### src/rtl/spq_pkg.sv
`default_nettype none
package spq_pkg;

   localparam logic KIND_ENQUEUE = 1'b0;
   localparam logic KIND_DEQUEUE = 1'b1;

   localparam logic [1:0] STATUS_DONE  = 2'd0;
   localparam logic [1:0] STATUS_EMPTY = 2'd1;
   localparam logic [1:0] STATUS_FULL  = 2'd2;

   typedef struct packed {
      logic        kind;
      logic [15:0] entry_id;
      logic [3:0]  entry_severity;
      logic [15:0] entry_stamp;
   } spq_req_type;

   typedef struct packed {
      logic [1:0]  status;
      logic [15:0] head_id;
      logic [3:0]  head_severity;
      logic [15:0] head_stamp;
      logic [4:0]  occupancy;
   } spq_rsp_type;

   typedef struct packed {
      logic [15:0] id;
      logic [3:0]  severity;
      logic [15:0] stamp;
   } spq_entry_type;

   // shift command broadcast to every cell
   typedef struct packed {
      logic enq;
      logic deq;
   } spq_ctrl_type;

endpackage
`default_nettype wire

### src/rtl/spq_cell.sv
`default_nettype none
module spq_cell (
   input  wire                   clock,
   input  spq_pkg::spq_ctrl_type ctrl,
   input  spq_pkg::spq_entry_type new_entry,
   input  wire                   occupied,
   input  spq_pkg::spq_entry_type left_entry,
   input  wire                   left_insert,
   input  spq_pkg::spq_entry_type right_entry,
   output spq_pkg::spq_entry_type entry,
   output logic                  insert
);
   import spq_pkg::*;

   spq_entry_type entry_ff;
   spq_entry_type entry_in;

   // new entry goes ahead of this cell when it strictly wins, or when the cell is free
   always_comb begin
      insert = !occupied ||
               (new_entry.severity > entry_ff.severity) ||
               ((new_entry.severity == entry_ff.severity) &&
                (new_entry.stamp < entry_ff.stamp));
   end

   always_comb begin
      entry_in = entry_ff;
      if (ctrl.enq && insert) begin
         // boundary cell takes the new entry, cells behind it shift toward the tail
         entry_in = left_insert ? left_entry : new_entry;
      end else if (ctrl.deq) begin
         entry_in = right_entry;
      end
   end

   always_ff @(posedge clock) begin
      entry_ff <= entry_in;
   end

   assign entry = entry_ff;

endmodule
`default_nettype wire

### src/rtl/sorted_priority_queue_top.sv
`default_nettype none
// Sorted priority queue built as a chain of shift cells.
//
// Requests arrive on req_valid / req_stall / req_data. An enqueue request
// places its entry in order (higher severity first, then smaller stamp,
// ties behind entries already held); a dequeue request removes the head.
// Every request yields exactly one response on rsp_valid / rsp_stall /
// rsp_data carrying status, the dequeued head (zero otherwise) and the
// occupancy after the request.
//
// Latency: the response is valid the cycle after the request is accepted.
// Throughput: one request per cycle while req_stall is low; every cell compares
// against the new entry in parallel and shifts its neighbor's data.
// A held response stalls the request channel only while rsp_stall is high;
// a response taken in the same cycle frees the output register at once.
//
// Reset (synchronous, active high) clears the entry count and the response
// valid; cell contents are left as they are and are never read when free.
module sorted_priority_queue_top #(
   parameter int QUEUE_DEPTH = 16
) (
   input  wire                  clock,
   input  wire                  reset,
   input  wire                  req_valid,
   output logic                 req_stall,
   input  spq_pkg::spq_req_type req_data,
   output logic                 rsp_valid,
   input  wire                  rsp_stall,
   output spq_pkg::spq_rsp_type rsp_data
);
   import spq_pkg::*;

   localparam int CW = $clog2(QUEUE_DEPTH + 1);

   logic [CW-1:0] count_ff;
   logic [CW-1:0] count_in;
   logic          rsp_valid_ff;
   logic          rsp_valid_in;
   spq_rsp_type   rsp_data_ff;
   spq_rsp_type   rsp_data_in;

   logic          accept;
   logic          full;
   logic          empty;
   spq_ctrl_type  ctrl;
   spq_entry_type new_entry;

   spq_entry_type cell_entry  [QUEUE_DEPTH];
   logic          cell_insert [QUEUE_DEPTH];

   // hold new requests only while a response waits and is not taken
   assign req_stall = rsp_valid_ff && rsp_stall;
   assign accept    = req_valid && !req_stall;
   assign full      = (count_ff == CW'(QUEUE_DEPTH));
   assign empty     = (count_ff == '0);

   assign new_entry.id       = req_data.entry_id;
   assign new_entry.severity = req_data.entry_severity;
   assign new_entry.stamp    = req_data.entry_stamp;

   // drop rejected requests: no shift when full on enqueue or empty on dequeue
   assign ctrl.enq = accept && (req_data.kind == KIND_ENQUEUE) && !full;
   assign ctrl.deq = accept && (req_data.kind == KIND_DEQUEUE) && !empty;

   for (genvar i = 0; i < QUEUE_DEPTH; i++) begin : g_cell
      spq_entry_type left_entry;
      spq_entry_type right_entry;
      logic          left_insert;

      if (i == 0) begin : g_head
         assign left_entry  = new_entry;
         assign left_insert = 1'b0;
      end else begin : g_body
         assign left_entry  = cell_entry[i-1];
         assign left_insert = cell_insert[i-1];
      end

      // tail cell holds its own contents on a dequeue
      if (i == QUEUE_DEPTH - 1) begin : g_tail
         assign right_entry = cell_entry[i];
      end else begin : g_inner
         assign right_entry = cell_entry[i+1];
      end

      spq_cell u_cell (
         .clock       (clock),
         .ctrl        (ctrl),
         .new_entry   (new_entry),
         .occupied    (CW'(i) < count_ff),
         .left_entry  (left_entry),
         .left_insert (left_insert),
         .right_entry (right_entry),
         .entry       (cell_entry[i]),
         .insert      (cell_insert[i])
      );
   end

   always_comb begin
      count_in = count_ff;
      if (ctrl.enq) begin
         count_in = count_ff + CW'(1);
      end else if (ctrl.deq) begin
         count_in = count_ff - CW'(1);
      end
   end

   // build the response from the head cell as it stands before the shift
   always_comb begin
      rsp_data_in               = rsp_data_ff;
      rsp_valid_in              = rsp_valid_ff && rsp_stall;
      if (accept) begin
         rsp_valid_in              = 1'b1;
         rsp_data_in.status        = STATUS_DONE;
         rsp_data_in.head_id       = '0;
         rsp_data_in.head_severity = '0;
         rsp_data_in.head_stamp    = '0;
         rsp_data_in.occupancy     = 5'(count_in);
         if (req_data.kind == KIND_ENQUEUE) begin
            if (full) begin
               rsp_data_in.status = STATUS_FULL;
            end
         end else if (empty) begin
            rsp_data_in.status = STATUS_EMPTY;
         end else begin
            rsp_data_in.head_id       = cell_entry[0].id;
            rsp_data_in.head_severity = cell_entry[0].severity;
            rsp_data_in.head_stamp    = cell_entry[0].stamp;
         end
      end
   end

   always_ff @(posedge clock) begin
      if (reset) begin
         count_ff     <= '0;
         rsp_valid_ff <= 1'b0;
      end else begin
         count_ff     <= count_in;
         rsp_valid_ff <= rsp_valid_in;
      end
   end

   always_ff @(posedge clock) begin
      rsp_data_ff <= rsp_data_in;
   end

   assign rsp_valid = rsp_valid_ff;
   assign rsp_data  = rsp_data_ff;

endmodule
`default_nettype wire

### config.mk
export PLATFORM = sky130hd
export DESIGN_NAME = sorted_priority_queue_top
export DESIGN_NICKNAME = d
export VERILOG_FILES = /design/src/rtl/spq_pkg.sv /design/src/rtl/spq_cell.sv /design/src/rtl/sorted_priority_queue_top.sv
export SDC_FILE = /design/constraint.sdc
export NUM_CORES = 2
export LEC_CHECK = 0
export BUFFER_PORTS_ARGS = -buffer_cell sky130_fd_sc_hd__buf_2
export CORE_ASPECT_RATIO = 0.6
export CORE_MARGIN = 10
export CORE_UTILIZATION = 35
export CTS_BUF_LIST = sky130_fd_sc_hd__clkbuf_4 sky130_fd_sc_hd__clkbuf_8
export DETAILED_ROUTE_END_ITERATION = 8
export GPL_TIMING_DRIVEN = 0
export PLACE_DENSITY = 0.58
export SLEW_MARGIN = 40
export SYNTH_ARGS = -nofsm -noshare
export SYNTH_HDL_FRONTEND = slang
export SYNTH_SLANG_ARGS = --single-unit
### constraint.sdc
create_clock -name clock -period 12.6 [get_ports clock]
set_clock_uncertainty 0.2 [all_clocks]
set_input_delay 0.63 -clock clock [delete_from_list [all_inputs] [get_ports clock]]
set_output_delay 0.63 -clock clock [all_outputs]
set_load 0.02 [all_outputs]
After elaboration in Yosys (flattened, before gate mapping):

Index checks and enable logic that the tools add are counted.

* bits in registers: 625
* bits of input ports: 41
* output and inout port bits: 45
* word-level logic and storage cells: 280

* add/subtract/negate cells: 2
* order comparisons: 48
* equal/unequal tests: 17
* mux-type cells: 51
* bitwise gates (word level): 1
* reduce and logical (&&, ||, !) cells: 106

Operators by type and width (number)
* $mux W36: 45
* $lt A16 B16 Y1: 16
* $eq A4 B4 Y1: 16
* $gt A4 B4 Y1: 16
* $lt A4 B5 Y1 const A: 8
* $logic_and A1 B1 Y1: 38
* $logic_or A1 B1 Y1: 32
* $reduce_bool A2 Y1: 15
* $lt A3 B5 Y1 const A: 4
* $logic_not A1 Y1: 19
* $lt A1 B5 Y1 const A: 2
* $lt A2 B5 Y1 const A: 2
* $mux W5: 2
* $add A5 B1 Y5 const B: 1
* $eq A5 B5 Y1 const B: 1
* $logic_not A5 Y1: 1
* $sub A5 B1 Y5 const B: 1
* $mux W2: 2
* $mux W1: 2
* $reduce_or A2 Y1: 1
* $not A1 Y1: 1

Longest topological paths before layout:

* word-level depth: 7
* mapped depth: 12
* mapped depth without buffers: 8

Hierarchy:

From an unflattened synthesis, not the netlist that was laid out.

* cells, all modules: 4055
* area, all modules: 45638.8 um^2

By module, submodules not included
* spq_cell: instances 16, cells each 242, area an instance 2712.6 um^2, seq. area each 1081.0 um^2
* sorted_priority_queue_top: instances 1, cells each 183, area an instance 2237.1 um^2, seq. area each 1411.4 um^2

Worst setup path before layout:

No wires, ideal clock.

* path type: input port to flip-flop
* from: input req_data[16] (netlist name)
* to: register g_cell[0].u_cell.entry_ff (netlist bit g_cell[0].u_cell.entry[0]), enable pin
* library setup time: 0.479 ns
* data arrival time: 4.871 ns
* slack: 7.050 ns
* cell stages on the path: 10
* buffers on the path: 3
* cell sequence: inv_1 ha_1 nand4_1 a211o_1 o21ba_2 a211oi_2 buf_6 buf_6 buf_6 o21ai_0

* cells in the longest elaborated chain, start to end: 5
* elaborated cells on any way between the ends: 7
* classes of those cells: order compare: 1; eq/ne: 1; reduce/logical: 5

RTL lines
* start, declared: RTL line sorted_priority_queue_top.sv:26 `input spq_pkg::spq_req_type req_data,`
* $gt A4 B4 Y1 or $eq A4 B4 Y1 (tied branches): RTL line spq_cell.sv:21, spq_cell.sv:22
* $logic_or A1 B1 Y1 or $logic_and A1 B1 Y1 (tied branches): RTL line spq_cell.sv:20, spq_cell.sv:22
* $logic_or A1 B1 Y1 *: RTL line spq_cell.sv:21 `(new_entry.severity > entry_ff.severity) ||`
* $logic_and A1 B1 Y1 *: RTL line spq_cell.sv:28 `if (ctrl.enq && insert) begin`
* $reduce_bool A2 Y1 (no line) *
* end signal, assigned: RTL line spq_cell.sv:37 `entry_ff <= entry_in;`
* end, declared: RTL line spq_cell.sv:15 `spq_entry_type entry_ff;`

Mark *: on every way between the ends. The rest lies on a longest branch, timed or not.
A chain may end at the register's enable or synchronous reset.

Worst setup path after layout:

* from: register count_ff[0]
* to: register g_cell[13].u_cell.entry_ff (netlist bit g_cell[13].u_cell.entry[9]), enable pin

* cells in the longest elaborated chain, start to end: 6
* elaborated cells on any way between the ends: 12
* classes of those cells: order compare: 1; eq/ne: 1; reduce/logical: 10

RTL lines
* start, declared: RTL line sorted_priority_queue_top.sv:35 `logic [CW-1:0] count_ff;`
* start signal, assigned: RTL line sorted_priority_queue_top.sv:137 `count_ff <= count_in;`
* $lt A4 B5 Y1: RTL line sorted_priority_queue_top.sv:89 `.occupied (CW'(i) < count_ff),`
* $logic_not A1 Y1: RTL line spq_cell.sv:20 `insert = !occupied ||`
* $logic_or A1 B1 Y1: RTL line spq_cell.sv:20
* $logic_or A1 B1 Y1: RTL line spq_cell.sv:21
* $logic_and A1 B1 Y1: RTL line spq_cell.sv:28
* $reduce_bool A2 Y1 (no line) *
* end signal, assigned: RTL line spq_cell.sv:37
* end, declared: RTL line spq_cell.sv:15

Marks and branches as above.

==> metrics.md <==
| Metric | Value |
|---|---|
| Setup violations, final | 0 |
| Status | completed |
| Clk slew on worst S/H paths | 0.06 ns |
| Wire length after detailed routing | between 150,000 and 200,000 um |
| Smallest setup slack after layout | 8.105 ns |
| Total via count after detailed routing | approximately 36,000 |
| Post-placement worst setup slack | about 7.7 ns |
| Area of the die | between 0.1 and 0.15 mm2 |
| Worst EP required | 12.97 ns |
| Worst R2R Path Depth | 11 |
| Average footprint of a synthesized cell | 10.78 um2 |
| Average vias per placed instance | 6.067 |
| Critical path arrival | roughly 4.9 ns |
| Setup repair after global routing missed its margin | false |
| Maximum buffer depth of the clock tree | 3 |
| Post-Synth XOR/XNOR Area | less than 1% |
| Number of remaining DRC errors | 0 |
| Resize count post-CTS | 0 |
| Share of cells above drive strength 1 | 17.97% |
| I/O Pins | 86 |
| Simple-gate area share of the yosys netlist | 7.555% |
| Fill cell count | 11,956 |
| Effective utilization at floorplan | a little over a third |
| TritonCTS clock tree | done |
| Critical register-to-register path startpoint | count_ff[0]$_SDFF_PP0_ |
| Buffers inserted during post-CTS setup optimization | 0 |
| Synth-to-Final Area Change | 11.83% |
| Minimum period implied by the final worst setup slack | about 4.5 ns |
| Transition time of the tightest slew-check pin | between 0.9 and 1 ns |
| Final worst path period share | 35.67% |
| Commonest cells after routing, fill and taps aside | sky130_fd_sc_hd__edfxtp_1, sky130_fd_sc_hd__ha_1, sky130_fd_sc_hd__inv_1, sky130_fd_sc_hd__mux2_2, sky130_fd_sc_hd__o21ai_0 |
| Number of distinct library cells after synthesis | 84 |
| Post-Route Utilization | 39.35% |
| Critical Path Source Type | flip-flop |
| Final setup TNS | 0 ns |
| Synthesized-area fraction occupied by ao, oa, aoi and oai cells | 19.50% |
| Standby leakage power | 18.17 nW |
| Reg-to-reg endpoint | g_cell[13].u_cell.entry[9]$_DFFE_PP_ |
| Hold Vio Cnt, Final | 0 |
| Element type at the critical path end | flip-flop |
| Row Count | 99 |
| Cell count after placement | between 5,000 and 6,000 |
| EDFF count, synth | 619 |
| Standard cell core area | 0.1214 mm2 |
| Multi-input gate area in the final layout | 0.02150 mm2 |
| Final Max Slew Viols | 0 |
| Horiz. Die Dim | 471.0 um |
| Fraction of synthesized area in multiplexers | between 10 and 15% |
| Synthesized netlist net count | 4,309 |
| First DRT Iteration DRCs | a little under 5,000 |
| Average detailed-routed wire length per instance | 26.31 um |
| Total overflow reported by the global router | 0 |
| Startpoint-to-endpoint class of the critical path | flip-flop to flip-flop |
| Post-synthesis instance area | 0.04271 mm2 |
| Share of flip-flops with an asynchronous set or reset after synthesis | 0% |
| Wire length of the first global-routing pass | 225,200 um |
| Clock root cell | sky130_fd_sc_hd__clkbuf_8 |
| Commonest non-fill, non-tap cell in the layout | sky130_fd_sc_hd__edfxtp_1 |
| Relative slew margins | 37.80% |
| Worst IR Drop VDD | slightly below 0.00008 V |
| Arithmetic-cell share of the synthesized area counting full adders, half adders and majority gates | 8.993% |
| YS warnings | 0 |
| Latest clock arrival within the worst-skew pair | 0.83 ns |
| Combinational family with the most area after synthesis | compound AO/OA/AOI/OAI gates |
| RePlAce Congestion | 0.9555 |
| DP HPWL | 121,900 um |
| Total number of clock tree sinks | 625 |
| Highest Clock Rate | between 200 and 250 MHz |
| Number of I/O port buffers | 85 |
| Dpl cell area | 0.04568 mm2 |
| Sequential fraction of the synthesis area | 43.80% |
| Pre-antenna DRT Iters | 6 |
| Total number of nets in the final design | 4,525 |
| Antenna-violating nets left | 0 |
| Max FO, Critical Path | 15 |
| Number of max-capacitance violations reported | 0 |
| Cells after synthesis | roughly 4,000 |
| PD cells | between 100 and 150 mW/mm2 |
| Slack of the worst reg-to-reg path | 8.11 ns |
| Sequential standard cell area | 0.01871 mm2 |
| Number of H-tree levels | 3 |
| Register bit count reported by yosys | 625 |
| Filler-free cell count of the finished design | between 5,000 and 6,000 |
| Termination of the worst setup path | g_cell[13].u_cell.entry[9]$_DFFE_PP_ |
| Via count of the first global-routing pass | 33,261 |
| Worst Hold Class | primary input to flip-flop |
| Pin count of the biggest net entering global routing | 37 |
| Global Route Usage Sum | 21.38% |
| Clock buffer count from CTS | 107 |
| First element of the critical path | count_ff[0]$_SDFF_PP0_ |
| Predominant post-synthesis flop cell | sky130_fd_sc_hd__edfxtp_1 |
| Vertical die dimension | 290.6 um |
| Final design area excluding fillers | 0.04777 mm2 |
| Initial antenna violation count | 8 |
[synth_stat cells (all sizes together), types with 109 or more instances]
cell type,n,area share (%)
edfxtp,619,44
ha,307,9.0
mux2,306,8.2
inv,302,2.7
o21ai,266,3.1
clkbuf,236,2.1
mux2i,235,5.5
a21oi,228,2.7
a31oi,176,2.6
nand3,144,1.7
a211oi,111,2.1
buf,109,1.7
[power breakdown]
part	leakage, nW	internal, mW	switching (mW)
Sequential	5.88	2.64	0.145
Combinational	11.2	0.652	1.15
Clock	1.07	0.948	0.950
Total	18.2	4.24	2.24
[logic make-up after synthesis]
group	after synthesis
AO/OA/AOI/OAI	1233
XOR/XNOR	3
adder cells (fa/ha/maj)	307
buffers and inverters	647
flip-flops	625
multiplexers	541
AND/OR/NAND/NOR	605
[registers in the layout, summed over array words and instances (netlist names)]
register	flops
g_cell.u_cell.entry	576
rsp_valid	1
count_ff	5
rsp_data	43
[worst min path at each step]
stage / from / end / slack [ns] / cells past startpoint
finish: rsp_stall / rsp_data[2]$_DFFE_PP_ / 0.15 / 3
global route: req_data[26] / g_cell[1].u_cell.entry[26]$_DFFE_PP_ / 0.14 / 3
CTS: rsp_stall / rsp_data[2]$_DFFE_PP_ / 0.1 / 3
detailed placement: g_cell[15].u_cell.entry[34]$_DFFE_PP_ / g_cell[14].u_cell.entry[34]$_DFFE_PP_ / 0.34 / 1
global placement: g_cell[15].u_cell.entry[29]$_DFFE_PP_ / g_cell[14].u_cell.entry[29]$_DFFE_PP_ / 0.33 / 1
floorplan: g_cell[0].u_cell.entry[20]$_DFFE_PP_ / rsp_data[25]$_SDFFCE_PP0P_ / 0.32 / 1
[stage by stage]
stage / hold slack [ns] / total power, mW
floorplan: 0.3201 / 3.925
global placement: 0.3265 / 4.491
detailed placement: 0.3355 / 4.558
CTS: 0.09870 / 6.448
global route: 0.1446 / 6.758
finish: 0.1451 / 6.489
[layer usage]
| metal | vias up | track usage, % | part of all wire [%] |
|---|---|---|---|
| met1 | 17599 | 34.87 | 50 |
| li1 | 15821 | - | - |
| met4 | 14 | 4.167 | 1.8 |
| met3 | 226 | 8.027 | 13 |
| met2 | 1947 | 25.28 | 35 |
| met5 | - | 0 | 0.056 |
[area by class of cell]
cell class / count / share of cell area, %
Multi-Input combinational cell: 2689 / 45.00
Sequential cell: 625 / 39.16
Antenna cell: 1 / 0.005239
Inverter: 302 / 2.378
Clock buffer: 153 / 3.845
Buffer: 345 / 3.389
Clock inverter: 31 / 0.3641
Tap cell: 1616 / 4.233
Timing Repair Buffer: 107 / 1.616
[critical path, stage by stage (launching register included)]
cell,delay (ns)
sky130_fd_sc_hd__dfxtp_1,0.34
sky130_fd_sc_hd__clkbuf_1,0.22
sky130_fd_sc_hd__inv_1,0.18
sky130_fd_sc_hd__ha_1,0.23
sky130_fd_sc_hd__nor4bb_1,0.41
sky130_fd_sc_hd__or3_1,0.37
sky130_fd_sc_hd__buf_2,0.49
sky130_fd_sc_hd__buf_4,0.36
sky130_fd_sc_hd__buf_4,0.29
sky130_fd_sc_hd__buf_2,0.58
sky130_fd_sc_hd__o21ai_4,0.26
sky130_fd_sc_hd__buf_8,0.27
[what timing repair did]
item | in CTS | in global routing
endpoints found under the hold margin | 8 | 0
setup endpoints to repair | 0 | 0
hold buffers | 5 | 0
Power figures use the tool's default switching activity.
